--- config.mk ---
export PLATFORM = sky130hd
export DESIGN_NAME = prta_eval
export DESIGN_NICKNAME = d
export VERILOG_FILES = /design/src/rtl/prta_pkg.sv /design/src/rtl/prta_eval.sv
export SDC_FILE = /design/constraint.sdc
export NUM_CORES = 1
export LEC_CHECK = 0
export BUFFER_PORTS_ARGS = -buffer_cell sky130_fd_sc_hd__buf_2
export CAP_MARGIN = 40
export CORE_MARGIN = 2
export CORE_UTILIZATION = 55
export DETAILED_ROUTE_END_ITERATION = 7
export PLACE_DENSITY = 0.94
export SLEW_MARGIN = 20
export SYNTH_ARGS = -nofsm -noshare
export SYNTH_HDL_FRONTEND = slang
export SYNTH_SLANG_ARGS = --single-unit
export TNS_END_PERCENT = 5
--- constraint.sdc ---
create_clock -name vclk -period 11.04
set_input_delay 1.104 -clock vclk [all_inputs]
set_output_delay 1.104 -clock vclk [all_outputs]
set_load 0.01 [all_outputs]
--- src/rtl/prta_pkg.sv ---
package prta_pkg;

  localparam int STATION_COUNT_DEF = 64;
  localparam int RATE_COUNT_DEF    = 16;
  localparam int COUNTER_WIDTH_DEF = 16;

  localparam int RATE_W    = 4;
  localparam int CREDIT_W  = 4;
  localparam int TIME_W    = 32;
  localparam int CFG_IDX_W = 2;
  localparam int CFG_W     = 32;

  // Sample and credit thresholds of the rate rule
  localparam int ENOUGH_SAMPLES = 10;
  localparam int CREDIT_GOAL    = 10;

  // Configuration register indexes
  localparam logic [CFG_IDX_W-1:0] CFG_INTERVAL = 2'd0;
  localparam logic [CFG_IDX_W-1:0] CFG_INIT     = 2'd1;
  localparam logic [CFG_IDX_W-1:0] CFG_LOWEST   = 2'd2;
  localparam logic [CFG_IDX_W-1:0] CFG_HIGHEST  = 2'd3;

  localparam logic [TIME_W-1:0] INTERVAL_RST = 32'd1000000;
  localparam logic [RATE_W-1:0] INIT_RST     = 4'd0;
  localparam logic [RATE_W-1:0] LOWEST_RST   = 4'd0;
  localparam logic [RATE_W-1:0] HIGHEST_RST  = 4'd15;

  typedef struct packed {
    logic        func;
    logic [5:0]  station;
    logic [31:0] now;
    logic [7:0]  retries;
    logic        success;
    logic        given_up;
  } in_t;

  typedef struct packed {
    logic [3:0] rate;
    logic       rate_changed;
  } out_t;

  typedef struct packed {
    logic [TIME_W-1:0] interval_ticks;
    logic [RATE_W-1:0] initial_rate;
    logic [RATE_W-1:0] lowest_rate;
    logic [RATE_W-1:0] highest_rate;
  } cfg_t;

  typedef enum logic {
    S_IDLE,
    S_EVAL
  } state_t;

endpackage

--- src/rtl/prta_eval.sv ---
module prta_eval import prta_pkg::*; #(
  parameter int RATE_COUNT    = RATE_COUNT_DEF,
  parameter int COUNTER_WIDTH = COUNTER_WIDTH_DEF,
  localparam int CW = COUNTER_WIDTH,
  localparam int ENTRY_W = TIME_W + 3 * CW + CREDIT_W + RATE_W
) (
  input  in_t                item,
  input  logic               is_new,
  input  cfg_t               cfg,
  input  logic [ENTRY_W-1:0] entry_in,
  output logic [ENTRY_W-1:0] entry_out,
  output logic [RATE_W-1:0]  rate,
  output logic               changed
);

  localparam logic [RATE_W-1:0] TOP_RATE =
    (RATE_COUNT - 1 > 15) ? RATE_W'(15) : RATE_W'(RATE_COUNT - 1);

  logic [RATE_W-1:0]   rate_b, rate_n, init_c;
  logic [CREDIT_W-1:0] credit_b, credit_n;
  logic [CW-1:0]       retr_b, succ_b, drop_b;
  logic [CW-1:0]       retr_a, succ_a, drop_a;
  logic [TIME_W-1:0]   start_b, start_n, elapsed;
  logic [CW:0]         retr_sum, samples;
  logic [CW+4:0]       raise_lim;
  logic [CREDIT_W:0]   credit_inc;
  logic                report, due, enough, lower, raise_ok, clr;

  always_comb begin
    init_c = (cfg.initial_rate > TOP_RATE) ? TOP_RATE : cfg.initial_rate;
    if (is_new) begin
      rate_b   = init_c;
      credit_b = '0;
      retr_b   = '0;
      succ_b   = '0;
      drop_b   = '0;
      start_b  = item.now;
    end else begin
      {start_b, drop_b, succ_b, retr_b, credit_b, rate_b} = entry_in;
    end

    report = !item.func && (item.success || item.given_up);

    // saturating counter updates
    retr_sum = {1'b0, retr_b} + (CW+1)'(item.retries);
    retr_a   = report ? (retr_sum[CW] ? '1 : retr_sum[CW-1:0]) : retr_b;
    succ_a   = (report && item.success && succ_b != '1) ? succ_b + CW'(1) : succ_b;
    drop_a   = (report && !item.success && drop_b != '1) ? drop_b + CW'(1) : drop_b;

    elapsed = item.now - start_b;
    due     = report && (elapsed >= cfg.interval_ticks);

    samples   = {1'b0, succ_a} + {1'b0, drop_a};
    enough    = samples >= (CW+1)'(ENOUGH_SAMPLES);
    lower     = (drop_a != '0 && succ_a == '0) || (enough && succ_a < retr_a);
    // retr < succ/10  <=>  (retr + 1) * 10 <= succ
    raise_lim = ({5'b0, retr_a} + (CW+5)'(1)) * (CW+5)'(10);
    raise_ok  = enough && drop_a == '0 && raise_lim <= {5'b0, succ_a};
    credit_inc = {1'b0, credit_b} + (CREDIT_W+1)'(1);

    rate_n   = rate_b;
    credit_n = credit_b;
    start_n  = start_b;
    clr      = 1'b0;
    if (due) begin
      start_n = item.now;
      priority if (lower) begin
        if (rate_b > cfg.lowest_rate && rate_b != '0) begin
          rate_n = rate_b - RATE_W'(1);
        end
        credit_n = '0;
      end else if (raise_ok) begin
        if (credit_inc >= (CREDIT_W+1)'(CREDIT_GOAL)) begin
          if (rate_b < cfg.highest_rate && rate_b < TOP_RATE) begin
            rate_n = rate_b + RATE_W'(1);
          end
          credit_n = '0;
        end else begin
          credit_n = credit_inc[CREDIT_W-1:0];
        end
      end else if (enough && credit_b != '0) begin
        credit_n = credit_b - CREDIT_W'(1);
      end
      clr = (rate_n != rate_b) || enough;
    end

    entry_out = clr ? {start_n, {(3*CW){1'b0}}, credit_n, rate_n}
                    : {start_n, drop_a, succ_a, retr_a, credit_n, rate_n};
    rate    = rate_n;
    changed = is_new || (rate_n != rate_b);
  end

endmodule

==> results.toml, run 1 <==
[critical_path]
worst-path-max-fanout = 63
cp_data_arrival_time_ns = 9.26
critPathMostFrequentCell = "ha_1"
crit_required_ns = 9.94
crit_path_start_kind = "input port"
worstSetupEndpointType = "output pin"
path_class = "in -> out"
cpPeakStageDelay_ns = 0.67
slowest_stage = "o31ai_1"

[pwr]
power_leakage_nw = 5.32
total_power_w = 0.000692
powerDensity_nw_per_um2 = 66.8
vdd.ir_drop.worst_v = 0.0000417

[clocking]
hold_buffers = 0
cts_resized = 0
post_cts_buffers = 0

[timing]
rsz0062_at_grt = "no"
setup_viol = 0
max_freq_mhz = 96.5
final.period_utilization_pct = 93.9
setup-tns-final_ns = 0
finalHoldViolations = 0
relSlewSlack_pct = 35.5
timing.final.ws_setup_ns = 0.678
worst_pin_slew_ns = 0.943
slew_violations = 0
fin_crit_ns = 10.36

[hold_path]
min_delay_path_depth = 3
min_path_type = "in -> out"
holdPathEnd = "entry_out[87]"
hold_start = "item[41]"

[drt]
drtIter0Drc = 916
via_count = 10794
firstDrtPassIters = 7
ant_nets = 0
wire_per_inst_um = 17.1
drc_errors = 0
wirelength_um = 29800
via_per_inst = 6.19

[final_layout]
n_clock_buffer = 0
fillers = 1374
syn2layout_area_growth_pct = 17.4
final_nets = 1873
layout-drive-gt1-share_pct = 21.1
final_common_cell = "buf_2"
layout_common_cells = "buf_2 (270), nor2_1 (166), ha_1 (159)"
multi_input_area_um2 = 8250
seqCellArea_um2 = 0
nFlopsAndLatches = 0

[floorplan]
start_util_pct = 56.0
io_pins = 275
die_w_um = 131
die_area_um2 = 17100
die_h_um = 131
core_um2 = 15800
num_rows = 46

[yosys]
synth_fa_ha_area_share_pct = 23.6
synth_seq_area_share_pct = 0
synth_cell_types = 88
syn_nets = 1635
synth_compound_area_share_pct = 25.4
synth-simple-area-share_pct = 29.8
synth_top_family_by_area = "simple AND/OR/NAND/NOR gates"
synth_area_um2 = 8820
synth-xor-area-share_pct = 8.83
syn_area_per_cell_um2 = 6.84
synth.area.mux_share_pct = 5.74
ys_warn_count = 0
synthCells = 1290

[grt]
grt_pass1_wl_um = 46700
track_usage_pct = 33.0
grt_pass1_vias = 10136
grt_max_degree = 64
grt_overflow = 0
antenna_found_initial = 1

[placement]
routabilityCongestion = 1.01
dp_hpwl_um = 25200
portBuffers = 269
dp_slack_ns = 0.988

[run]
cap_violations = 0

[status]
status = "finished, final reports clean"
==> layer usage <==
metal  global-route usage, %  up-vias  wire length [um]
li1                        -     5208                 -
met1                    38.9     4884             11600
met2                    59.2      582             14300
met3                    4.48      120              2360
met4                    15.5        0              1460
met5                       0        -                 0
==> where the power goes <==
| part | internal, W | total, W | switching, W |
|---|---|---|---|
| sequential | 0 | 0 | 0 |
| clock | 0.0000000000121 | 0.0000000000121 | 0 |
| combinational | 0.000293 | 0.000692 | 0.000399 |
==> cell type report <==
type,instances,area share [%]
tap,216,2.61
multi-input combinational,1146,79.6
antenna,1,0.0242
timing repair buffer,279,14.1
inverter,101,3.66
==> cell families (layout without fill, tap and decap cells) <==
family          Yosys count  after routing
simple gates            508            508
compound gates          335            335
fa+ha+maj               164            164
buf+inv                 144            380
xor+xnor                 89             89
mux                      50             50
other cells               0              1
==> synth_stat cells, drive strengths merged (5+ instances only) <==
cell,n,area (um2)
nor4,17,131
a311oi,5,43.8
mux2,5,56.3
nand2b,16,100
nor3b,5,37.5
and3,18,119
inv,101,379
o211ai,13,97.6
or4,9,67.6
nor2b,40,250
nor3,49,262
mux2i,45,450
o31ai,10,80.1
nand2,79,297
a31oi,14,87.6
ha,159,1990
xnor2,64,561
nand3,23,115
xor2,25,219
clkbuf,19,72.6
nor2,166,623
o21bai,10,75.1
or2,13,81.3
and4,5,47.6
o21ai,61,309
a211oi,16,120
and2,8,50.1
buf,24,143
nand4,27,169
o21a,22,165
nand3b,9,67.6
a21oi,94,478
a21o,34,255
o2111ai,6,70.1
or3,6,42.5
==> worst max path at each step <==
stage          startpoint      endpoint  depth (start not counted)
5_1_grt            is_new  entry_out[4]                         34
3_5_place_dp       is_new  entry_out[4]                         34
2_1_floorplan      is_new       rate[2]                         38
4_1_cts            is_new  entry_out[6]                         34
6_report           is_new  entry_out[6]                         31
3_3_place_gp       is_new  entry_out[5]                         34
==> worst max-delay path: cells and delay by family <==
kind | cells | cell delay, ns
simple gates | 13 | 2.93
mux | 1 | 0.23
xor+xnor | 2 | 0.35
buf+inv | 2 | 0.68
fa+ha+maj | 4 | 1.27
compound gates | 9 | 2.65
==> through the flow <==
stage / instances / hold WS (ns) / instance area, um2 / util [%]
after floorplan: 1290 / 2.35 / 8820 / -
after global placement: 1737 / 2.54 / 10300 / 65.2
after detailed placement: 1740 / 2.55 / 10300 / 65.5
after CTS: 1740 / 2.55 / 10300 / 65.5
after global routing: 1742 / 2.57 / 10400 / 65.7
final: 1743 / 2.55 / 10400 / 65.7
Power figures use the tool's default switching activity.
==> inputs of run 2 (changes only) <==
--- a/config.mk
+++ b/config.mk
@@ -11,6 +11,7 @@
 export CORE_UTILIZATION = 55
 export DETAILED_ROUTE_END_ITERATION = 7
 export PLACE_DENSITY = 0.94
+export RECOVER_POWER = 25
 export SLEW_MARGIN = 20
 export SYNTH_ARGS = -nofsm -noshare
 export SYNTH_HDL_FRONTEND = slang
==> run 2 against run 1 <==
The flow now finishes with violations (capacitance limit, slew limit). Maximum frequency fell by 0.20%. Design area shrank 0.58%. Critical path depth did not move. Core utilization down 0.38 points. Die area stayed put. Hold slack better by 0.0020 ns. Non-clock buffer count did not move. Global-route usage unchanged. First-iteration DRC count up 0.22%. Critical path type unchanged. Critical endpoint unchanged.
==> results.toml, run 2 (synthesis gave the netlist of run 1 again) <==
[final_layout]
nFlopsAndLatches = 0
layout-drive-gt1-share_pct = 19.7
syn2layout_area_growth_pct = 16.7
n_clock_buffer = 0
seqCellArea_um2 = 0
layout_common_cells = "buf_2 (253), nor2_1 (166), ha_1 (159)"
final_nets = 1873
final_common_cell = "buf_2"

[timing]
slew_violations = 42
setup_viol = 0
finalHoldViolations = 0
rsz0062_at_grt = "no"
relSlewSlack_pct = -8.94
fin_crit_ns = 10.38
final.period_utilization_pct = 94.0
worst_pin_slew_ns = 1.63
setup-tns-final_ns = 0
max_freq_mhz = 96.3

[drt]
drtIter0Drc = 918
firstDrtPassIters = 8
via_per_inst = 6.21
wire_per_inst_um = 17.1
ant_nets = 0
wirelength_um = 29800
drc_errors = 0
via_count = 10817

[critical_path]
crit_path_start_kind = "input port"
cpPeakStageDelay_ns = 0.66
path_class = "in -> out"
cp_data_arrival_time_ns = 9.28
slowest_stage = "o31ai_1"
worst-path-max-fanout = 63
critPathTopFamily = "simple AND/OR/NAND/NOR gates"
critPathMostFrequentCell = "ha_1"
cp.depth = 31
critical_path_buf_inv_count = 2
crit_required_ns = 9.94
worstSetupEndpointType = "output pin"

[grt]
track_usage_pct = 33.0
grt_overflow = 0
grt_pass1_vias = 10136
grt_max_degree = 64
antenna_found_initial = 1
grt_pass1_wl_um = 46700

[clocking]
cts_resized = 0
hold_buffers = 0
post_cts_buffers = 0

[pwr]
total_power_w = 0.000685
vdd.ir_drop.worst_v = 0.0000416
powerDensity_nw_per_um2 = 66.5
power_leakage_nw = 5.26

[floorplan]
start_util_pct = 56.0
die_area_um2 = 17100
die_h_um = 131
io_pins = 275
num_rows = 46
core_um2 = 15800
die_w_um = 131

[run]
cap_violations = 1

[placement]
routabilityCongestion = 1.01
portBuffers = 269
dp_hpwl_um = 25200

[hold_path]
min_path_type = "in -> out"
min_delay_path_depth = 3

[status]
status = "complete, but fails checks"
violations = "capacitance limit, slew limit"
[run 2: stage by stage]
stage | util (%) | instance area, um2 | setup slack, ns | instances | hold slack [ns]
CTS | 65.5 | 10300 | 0.980 | 1740 | 2.55
floorplan | - | 8820 | 1.45 | 1290 | 2.35
detailed placement | 65.5 | 10300 | 0.988 | 1740 | 2.55
finish | 65.3 | 10300 | 0.657 | 1743 | 2.55
global route | 65.3 | 10300 | 0.170 | 1742 | 2.57
global placement | 65.2 | 10300 | 1.18 | 1737 | 2.54
[run 2: worst paths after layout]
kind	start	end	slack, ns
max	is_new	entry_out[6]	0.66
min	item[41]	entry_out[87]	2.55
[run 2: where the power goes]
part           leakage (nW)     internal [W]  switching, W
registers                 0                0             0
clock network    0.00000634  0.0000000000121             0
logic                  5.26         0.000287      0.000398
total                  5.26         0.000287      0.000398
[run 2: metal layers]
| metal | track usage (%) | wire, um | up-vias |
|---|---|---|---|
| met3 | 4.48 | 2320 | 118 |
| li1 | - | - | 5206 |
| met1 | 38.9 | 11600 | 4937 |
| met5 | 0 | 0 | - |
| met4 | 15.5 | 1440 | 0 |
| met2 | 59.2 | 14400 | 556 |
[run 2: layout make-up]
cell class	instances	area [um2]
fill	1391	5470
antenna	1	2.50
inverter	101	379
timing repair buffer	279	1410
multi-input combinational	1146	8240
tap	216	270
