File: config.mk
export PLATFORM = sky130hd
export DESIGN_NAME = prta_ram
export DESIGN_NICKNAME = d
export VERILOG_FILES = /design/src/rtl/prta_ram.sv
export SDC_FILE = /design/constraint.sdc
export NUM_CORES = 1
export LEC_CHECK = 0
export ABC_AREA = 1
export CORE_MARGIN = 2
export CORE_UTILIZATION = 55
export DETAILED_ROUTE_END_ITERATION = 6
export DONT_BUFFER_PORTS = 1
export GPL_TIMING_DRIVEN = 0
export PLACE_DENSITY = 0.78
export SYNTH_ARGS = -nofsm -noshare
export SYNTH_HDL_FRONTEND = slang
export SYNTH_SLANG_ARGS = --single-unit
File: constraint.sdc
create_clock -name clk -period 4.3 [get_ports clk]
set_clock_uncertainty 0.2 [all_clocks]
set_input_delay 0.645 -clock clk [delete_from_list [all_inputs] [get_ports clk]]
set_output_delay 0.645 -clock clk [all_outputs]
set_load 0.005 [all_outputs]
File: src/rtl/prta_ram.sv
module prta_ram #(
  parameter int WIDTH = 8,
  parameter int DEPTH = 64,
  localparam int AW = (DEPTH > 1) ? $clog2(DEPTH) : 1
) (
  input  logic             clk,
  input  logic             we,
  input  logic [AW-1:0]    waddr,
  input  logic [WIDTH-1:0] wdata,
  input  logic             re,
  input  logic [AW-1:0]    raddr,
  output logic [WIDTH-1:0] rdata
);

  logic [WIDTH-1:0] mem [DEPTH];
  logic [WIDTH-1:0] rdata_r;

  always_ff @(posedge clk) begin
    if (we) begin
      mem[waddr] <= wdata;
    end
    if (re) begin
      rdata_r <= mem[raddr];
    end
  end

  assign rdata = rdata_r;

endmodule

==> impl_metrics.toml, run 1 <==
[run]
drv_cap = 0

[placed_design]
place_congestion = 1.01
dp_hpwl_um = 38100
io_buffers = 0
placed_area_mm2 = 0.0222

[floorplan]
die_x_um = 201
die_h_um = 201
rows = 72
die-area_mm2 = 0.0405
core_area_mm2 = 0.0386
ios = 31
start_util_pct = 55.6

[synth]
syn-mean-instance-area_um2 = 11.9
synthTopCellsByArea = "edfxtp_1 73%, nand2_1 11%, nand3_1 10%"
synth_cell_types = 15
synth.largest_area_cell = "edfxtp_1"
syn_inst = 1805
syn-num-nets = 1828
synth-seq-cells = 520
yosysWarnings = 0
synth_top_area_share_pct = 72.9
syn-cell-area_mm2 = 0.0214
ys_seq_area_share_pct = 72.9

[critical_path]
crit_cells = 4
critPathKind = "in2reg"
required_ns = 4.30
cpPeakStageDelay_ns = 0.99
critical_path_arrival_ns = 2.83
reg2reg_slack_ns = 2.46
worstPathCellList = "clkbuf_1 -> inv_1 -> nand4_1 -> nor2_1"
r2r_cells = 8
crit_path_top_delay_cell = "nor2_1"
critPathTopFamily = "simple AND/OR/NAND/NOR gates"
start_kind = "input pin"
critPathCaptureType = "register"
cp_max_fo = 9
path_buf_inv = 2

[finish]
drive_above_1_share_pct = 9.31
fin_area_mm2 = 0.0240
nets = 1898
area.growth.synth_to_final_pct = 11.8
num_antenna_cells = 0

[timing]
grt_setup_unrepaired = "false"
report.final.setup_viol = 0
max_freq_mhz = 353
finalMaxSlewViolations = 0
worstMarginPinSlew_ns = 1.04
relSlewSlack_pct = 30.7
post-route-period-util_pct = 65.8
finalSetupTns_ns = 0
hold_violations = 0
period_needed_ns = 2.83

[clock_network]
cts_max_path_buffers = 3
cts_tree = "yes"
path_clk_slew_ns = 0.06
root_buffer = "clkbuf_16"
clk-insertion-delay-late_ns = 0.60
numCtsBuffers = 50
ctsHtreeMaxLevel = 2
cts_sinks = 520

[detailed_routing]
vias_per_cell = 6.13
wl_per_cell_um = 24.3
final_antenna_net_count = 0
drc = 0
routed_wl_um = 59100
drt_iter0_drc = 2468
dr.pass1.iters = 6
dr_total_vias = 14900

[power_and_ir_drop]
p_clk_share_pct = 39.9
p_sw_share_pct = 22.5
internal_power_w = 0.00822
comb_power_share_pct = 7.0
power_switching_w = 0.00239
power_frac_seq_pct = 53.1
p_leak_nw = 8.64
ir_drop_v = 0.000281
powerDensity_mw_per_mm2 = 443

[status]
run_status = "finished clean"

[grt]
grt_pass1_wl_um = 88300
grt_start_max_net_pins = 65
grt_pass1_vias = 14300
track_usage_pct = 29.6
antenna_found_initial = 2
grt_overflow = 0

[min_path]
hold_depth = 1
hold_path_class = "in2reg"
[per-layer routing]
layer  part of all wire, %  global-route usage (%)  vias to the layer above
met5                 0.037                       0                        -
li1                      -                       -                     6503
met3                    14                    8.47                      188
met1                    37                    40.3                     7071
met2                    44                    44.4                     1114
met4                   4.8                    13.8                        4
[worst paths after layout]
path | startpoint | endpoint
worst min-delay path | wdata[7] | mem[36][7]
worst max-delay path | waddr[0] | mem[30][1]
worst min register to register | mem[24][7] | rdata[7]
worst max register to register | mem[51][5] | rdata[5]
[cells in the mapped netlist]
cell type and instances:
buf_1 10, buf_2 37, buf_4 14, buf_6 35
buf_8 2, clkbuf_1 15, edfxtp_1 520, inv_1 10
inv_2 1, inv_6 1, nand2_1 648, nand3_1 439
nand4_1 9, nor2_1 56, nor4_1 8
[through the flow]
| step | hold slack [ns] | total power, W | cells | setup WS [ns] | util [%] |
|---|---|---|---|---|---|
| after floorplan | 0.544 | 0.00613 | 1805 | 1.69 | - |
| after global placement | 0.549 | 0.00632 | 2323 | 0.690 | 57.2 |
| after detailed placement | 0.551 | 0.00634 | 2331 | 1.03 | 57.5 |
| after CTS | 0.229 | 0.0106 | 2429 | 1.64 | 62.1 |
| after global routing | 0.232 | 0.0108 | 2429 | 1.46 | 62.1 |
| final | 0.215 | 0.0106 | 2429 | 1.47 | 62.1 |
[flip-flops by register name, summed over array words and instances, names as in the netlist]
register / cells
rdata: 8
mem: 512
[cell families after synthesis]
family        Yosys count  synth area share, %
flops                 520                 72.9
buf+inv               125                 4.01
simple gates         1160                 23.1
[power by group through the flow]
stage | logic [W] | clock network, W | registers (W)
finish | 0.000744 | 0.00423 | 0.00563
global route | 0.000793 | 0.00442 | 0.00563
CTS | 0.000720 | 0.00424 | 0.00563
detailed placement | 0.000602 | 0 | 0.00574
global placement | 0.000585 | 0 | 0.00574
floorplan | 0.000394 | 0 | 0.00574
[final cells by class]
type	instances	area, um^2
sequential	520	15600
fill	2862	14600
multi-input combinational	1160	5000
clock buffer	63	1320
buffer	113	808
tap	518	648
timing repair buffer	18	300
clock inverter	25	216
inverter	12	50.0
[placed cells by master (no fill, tap or decap), types with 7 or more instances in the layout]
cell type	synthesis	final
buf_16	0	8
nor2_1	56	56
buf_1	10	10
clkinv_2	0	7
clkbuf_16	0	51
nand3_1	439	439
clkinv_1	0	12
inv_1	10	10
buf_2	37	37
buf_4	14	22
nand2_1	648	648
buf_6	35	35
nor4_2	0	8
clkbuf_1	15	27
edfxtp_1	520	520
nand4_1	9	9
[repair_timing]
action / CTS / global route
gates resized for setup: 0 / 0
hold endpoints to repair: 514 / 0
hold buffers: 10 / 0
buffers inserted: 0 / 0
(Power assumes the default switching activity.)
==> run 2, diff against run 1 <==
--- a/config.mk
+++ b/config.mk
@@ -11,7 +11,7 @@
 export DETAILED_ROUTE_END_ITERATION = 6
 export DONT_BUFFER_PORTS = 1
 export GPL_TIMING_DRIVEN = 0
-export PLACE_DENSITY = 0.78
+export PLACE_DENSITY = 0.81
 export SYNTH_ARGS = -nofsm -noshare
 export SYNTH_HDL_FRONTEND = slang
 export SYNTH_SLANG_ARGS = --single-unit
==> constraint.sdc (replaced) <==
create_clock -name clk -period 2.5 [get_ports clk]
set_clock_uncertainty 0.2 [all_clocks]
set_input_delay 0.375 -clock clk [delete_from_list [all_inputs] [get_ports clk]]
set_output_delay 0.375 -clock clk [all_outputs]
set_load 0.005 [all_outputs]
==> impl_metrics.toml, run 2 (synthesis results as in run 1) <==
[finish]
stdcell_count = 2439
area.growth.synth_to_final_pct = 12.6
largest_register_ff_count = 512
nets = 1905
drive_above_1_share_pct = 9.99
num_antenna_cells = 0
final_cell_mix = "648 x nand2_1, 520 x edfxtp_1, 439 x nand3_1"
regMostFlops = "mem"
final_common_cell = "nand2_1"

[clock_network]
path_clk_slew_ns = 0.06
numCtsBuffers = 50
clk-insertion-delay-late_ns = 0.60
root_buffer = "clkbuf_16"
cts_sinks = 520
cts_max_path_buffers = 3
cts_tree = "yes"
ctsHtreeMaxLevel = 2
post-cts-setup-buffers = 0

[grt]
grt_start_max_net_pins = 65
gr-usage-met3_pct = 7.74
grt_most_used_layer = "met2"
grt_overflow = 0
use_met1_pct = 40.0
track_usage_pct = 29.3
grt_pass1_vias = 14500
grt_pass1_wl_um = 87600
grtUsageMet2_pct = 44.5
antenna_found_initial = 1

[critical_path]
path_buf_inv = 2
cp_max_fo = 9
cpPeakStageDelay_ns = 0.93
start_kind = "input pin"
critical_path_arrival_ns = 2.54
worstPathCellList = "clkbuf_1 -> inv_1 -> nand4_1 -> nor2_1"
critPathKind = "in2reg"
required_ns = 2.52
crit_path_top_delay_cell = "nor2_1"
critPathCaptureType = "register"
critPathTopFamily = "simple AND/OR/NAND/NOR gates"

[min_path]
hold_path_class = "in2reg"

[placed_design]
io_buffers = 0
dp_hpwl_um = 38200
numPlacedInstances = 2331
place_congestion = 1.02

[timing]
fin_ws_ns = -0.0168
worstMarginPinSlew_ns = 1.01
finalMaxSlewViolations = 0
post-route-period-util_pct = 101
hold_violations = 0
max_freq_mhz = 397
grt_setup_unrepaired = "true"
period_needed_ns = 2.52
relSlewSlack_pct = 32.4
report.final.setup_viol = 8

[status]
run_status = "complete, but fails checks"
failed_checks = "negative setup slack"

[detailed_routing]
drt_iter0_drc = 2377
final_antenna_net_count = 0
dr.pass1.iters = 6
drc = 0
dr_total_vias = 14900
wl_per_cell_um = 24.1
vias_per_cell = 6.10
routed_wl_um = 58800

[power_and_ir_drop]
powerDensity_mw_per_mm2 = 770
fin_total_pwr_w = 0.0186
p_leak_nw = 8.70
ir_drop_v = 0.000579

[floorplan]
start_util_pct = 55.6
die_x_um = 201
die_h_um = 201
core_area_mm2 = 0.0386
ios = 31
rows = 72
die-area_mm2 = 0.0405

[run]
drv_cap = 0
==> run 2: path summary, 6_finish.rpt <==
kind | start | endpoint | depth (start not counted) | slack (ns)
worst max-delay path | waddr[0] | mem[30][5] | 4 | -0.02
worst min-delay path | raddr[5] | rdata[6] | 3 | 0.21
worst min register to register | mem[24][7] | rdata[7] | 8 | 0.79
worst max register to register | mem[19][1] | rdata[1] | 8 | 0.73
==> run 2: final cells by class <==
| class | instances | area, um^2 |
|---|---|---|
| flip-flops and latches | 520 | 15600 |
| fillers | 2837 | 14400 |
| multi-input cells | 1160 | 5010 |
| clock buffers | 56 | 1270 |
| plain buffers | 113 | 808 |
| well taps | 518 | 648 |
| repair buffers | 25 | 370 |
| clock inverters | 35 | 355 |
| inverters | 12 | 50.0 |
==> run 2: metal layers <==
| metal | vias up | routed length (um) |
|---|---|---|
| li1 | 6522 | - |
| met3 | 172 | 8260 |
| met5 | - | 9 |
| met4 | 2 | 2580 |
| met2 | 1078 | 26500 |
| met1 | 7093 | 21400 |
==> run 2: per-stage QoR <==
| step | setup TNS (ns) | hold slack (ns) | area [um^2] | setup WS (ns) | util [%] |
|---|---|---|---|---|---|
| 2_1_floorplan | 0 | 0.274 | 21400 | 0.159 | - |
| 3_3_place_gp | -89.48 | 0.279 | 22100 | -0.663 | 57.2 |
| 4_1_cts | 0 | 0.189 | 24100 | 0.0329 | 62.5 |
| 6_report | -0.106 | 0.210 | 24100 | -0.0168 | 62.6 |
| 3_5_place_dp | -150.18 | 0.279 | 22200 | -0.616 | 57.5 |
| 5_1_grt | -0.851 | 0.220 | 24100 | -0.0627 | 62.6 |
==> run 2: repair_timing <==
action                                  4_1_cts  5_1_grt
endpoints found under the hold margin       520        0
gates resized for setup                       0        4
hold buffers                                 17        0
endpoints found under the setup margin        0       29
==> run 2: worst min-delay path, stage by stage <==
cell and delay, ns:
clkbuf_1 0.19, nand3_1 0.15, nand2_1 0.10
==> run 2: power breakdown <==
group	leakage (nW)	internal [W]	switching [W]	total (W)
sequential	4.69	0.00967	0.0000200	0.00969
clock	0.786	0.00430	0.00330	0.00760
combinational	3.23	0.000355	0.000935	0.00129
==> run 3, diff against run 2 <==
--- a/config.mk
+++ b/config.mk
@@ -15,3 +15,4 @@
 export SYNTH_ARGS = -nofsm -noshare
 export SYNTH_HDL_FRONTEND = slang
 export SYNTH_SLANG_ARGS = --single-unit
+export TNS_END_PERCENT = 10
==> impl_metrics.toml, run 3 (synthesis results as in run 1) <==
[detailed_routing]
dr.pass1.iters = 7
drt_iter0_drc = 2437
routed_wl_um = 58800
dr_total_vias = 14900
drc = 6
final_antenna_net_count = 0
wl_per_cell_um = 24.1
vias_per_cell = 6.10

[finish]
nets = 1905
nFillCells = 2838
final_common_cell = "nand2_1"
num_antenna_cells = 0
final_cell_mix = "648 x nand2_1, 520 x edfxtp_1, 439 x nand3_1"
largest_register_ff_count = 512
area.growth.synth_to_final_pct = 12.6
fin_area_mm2 = 0.0241
regMostFlops = "mem"
drive_above_1_share_pct = 9.94

[critical_path]
cpPeakStageDelay_ns = 0.90
path_buf_inv = 2
critPathTopFamily = "simple AND/OR/NAND/NOR gates"
cp_max_fo = 9
start_kind = "input pin"
required_ns = 2.53
critPathCaptureType = "register"
crit_path_top_delay_cell = "nor2_1"
reg2reg_slack_ns = 0.71
critical_path_arrival_ns = 2.52
critPathKind = "in2reg"
worstPathCellList = "clkbuf_1 -> inv_1 -> nand4_1 -> nor2_1"

[timing]
max_freq_mhz = 401
relSlewSlack_pct = 34.5
report.final.setup_viol = 0
post-route-period-util_pct = 99.8
finalMaxSlewViolations = 0
period_needed_ns = 2.50
grt_setup_unrepaired = "true"
hold_violations = 0
worstMarginPinSlew_ns = 0.979
timing.hold.ws_ns = 0.211

[grt]
antenna_found_initial = 1
grt_overflow = 0
grt_pass1_vias = 14500
grt_start_max_net_pins = 65
track_usage_pct = 29.3
grt_pass1_wl_um = 87600

[status]
failed_checks = "design-rule violations"
run_status = "complete, but fails checks"

[floorplan]
die_x_um = 201
ios = 31
core_area_mm2 = 0.0386
start_util_pct = 55.6
die_h_um = 201
rows = 72
die-area_mm2 = 0.0405

[clock_network]
root_buffer = "clkbuf_16"
numCtsBuffers = 50
clk-insertion-delay-late_ns = 0.61
ctsHtreeMaxLevel = 2
cts_max_path_buffers = 3
cts_tree = "yes"
path_clk_slew_ns = 0.06
post-cts-setup-buffers = 0
cts_sinks = 520

[power_and_ir_drop]
p_leak_nw = 8.70
powerDensity_mw_per_mm2 = 770
fin_total_pwr_w = 0.0186
ir_drop_v = 0.000579

[placed_design]
io_buffers = 0
dp_hpwl_um = 38200
place_congestion = 1.02
placed_area_mm2 = 0.0222

[min_path]
hold_path_class = "in2reg"

[run]
drv_cap = 0
-- run 3: changes by cell type in the layout (fill, tap and decap cells not counted) --
cell,delta
nor2_2,-1
nor2_1,+1
-- run 3: what timing repair did --
item | CTS | global route
endpoints found under the setup margin | 0 | 29
hold endpoints to repair | 520 | 0
resized for setup | 0 | 3
hold buffers | 17 | 0
-- run 3: tightest hold or removal path: stages --
cell,delay [ns]
clkbuf_1,0.19
nand3_1,0.16
nand2_1,0.10
-- run 3: path summary, 6_finish.rpt --
path,from,end,cells after the start
worst min register to register,mem[24][7],rdata[7],8
worst min-delay path,raddr[5],rdata[5],3
worst max-delay path,waddr[0],mem[44][0],4
worst max register to register,mem[19][2],rdata[2],8
-- run 3: layer usage --
metal	GRT usage (%)	wire length, um	share of wire (%)	vias up
met5	0	9	0.015	-
met1	40.0	21400	36	7055
met2	44.5	26500	45	1107
met3	7.74	8320	14	181
li1	-	-	-	6524
met4	13.2	2610	4.4	2
-- run 3: final cells by class --
class	count	area, um^2	share of cell area (%)
Timing Repair Buffer	25	370	1.54
Multi-Input combinational cell	1160	5000	20.7
Tap cell	518	648	2.69
Sequential cell	520	15600	64.7
Clock buffer	56	1270	5.28
Clock inverter	35	355	1.47
Buffer	113	808	3.35
Inverter	12	50.0	0.207
-- run 3: per-stage QoR --
step | worst slack (ns) | setup TNS, ns | std cells | util (%)
after floorplan | 0.159 | 0 | 1805 | -
after global placement | -0.663 | -89.48 | 2323 | 57.2
after detailed placement | -0.616 | -150.18 | 2331 | 57.5
after CTS | 0.0329 | 0 | 2439 | 62.5
after global routing | -0.0637 | -0.850 | 2439 | 62.6
final | 0.00493 | 0 | 2439 | 62.6
-- run 3: power breakdown --
| group | total [W] | internal [W] | switching (W) | leakage (nW) |
|---|---|---|---|---|
| Sequential | 0.00969 | 0.00967 | 0.0000200 | 4.69 |
| Clock | 0.00761 | 0.00430 | 0.00330 | 0.786 |
| Combinational | 0.00129 | 0.000355 | 0.000936 | 3.23 |
| Total | 0.0186 | 0.0143 | 0.00426 | 8.70 |
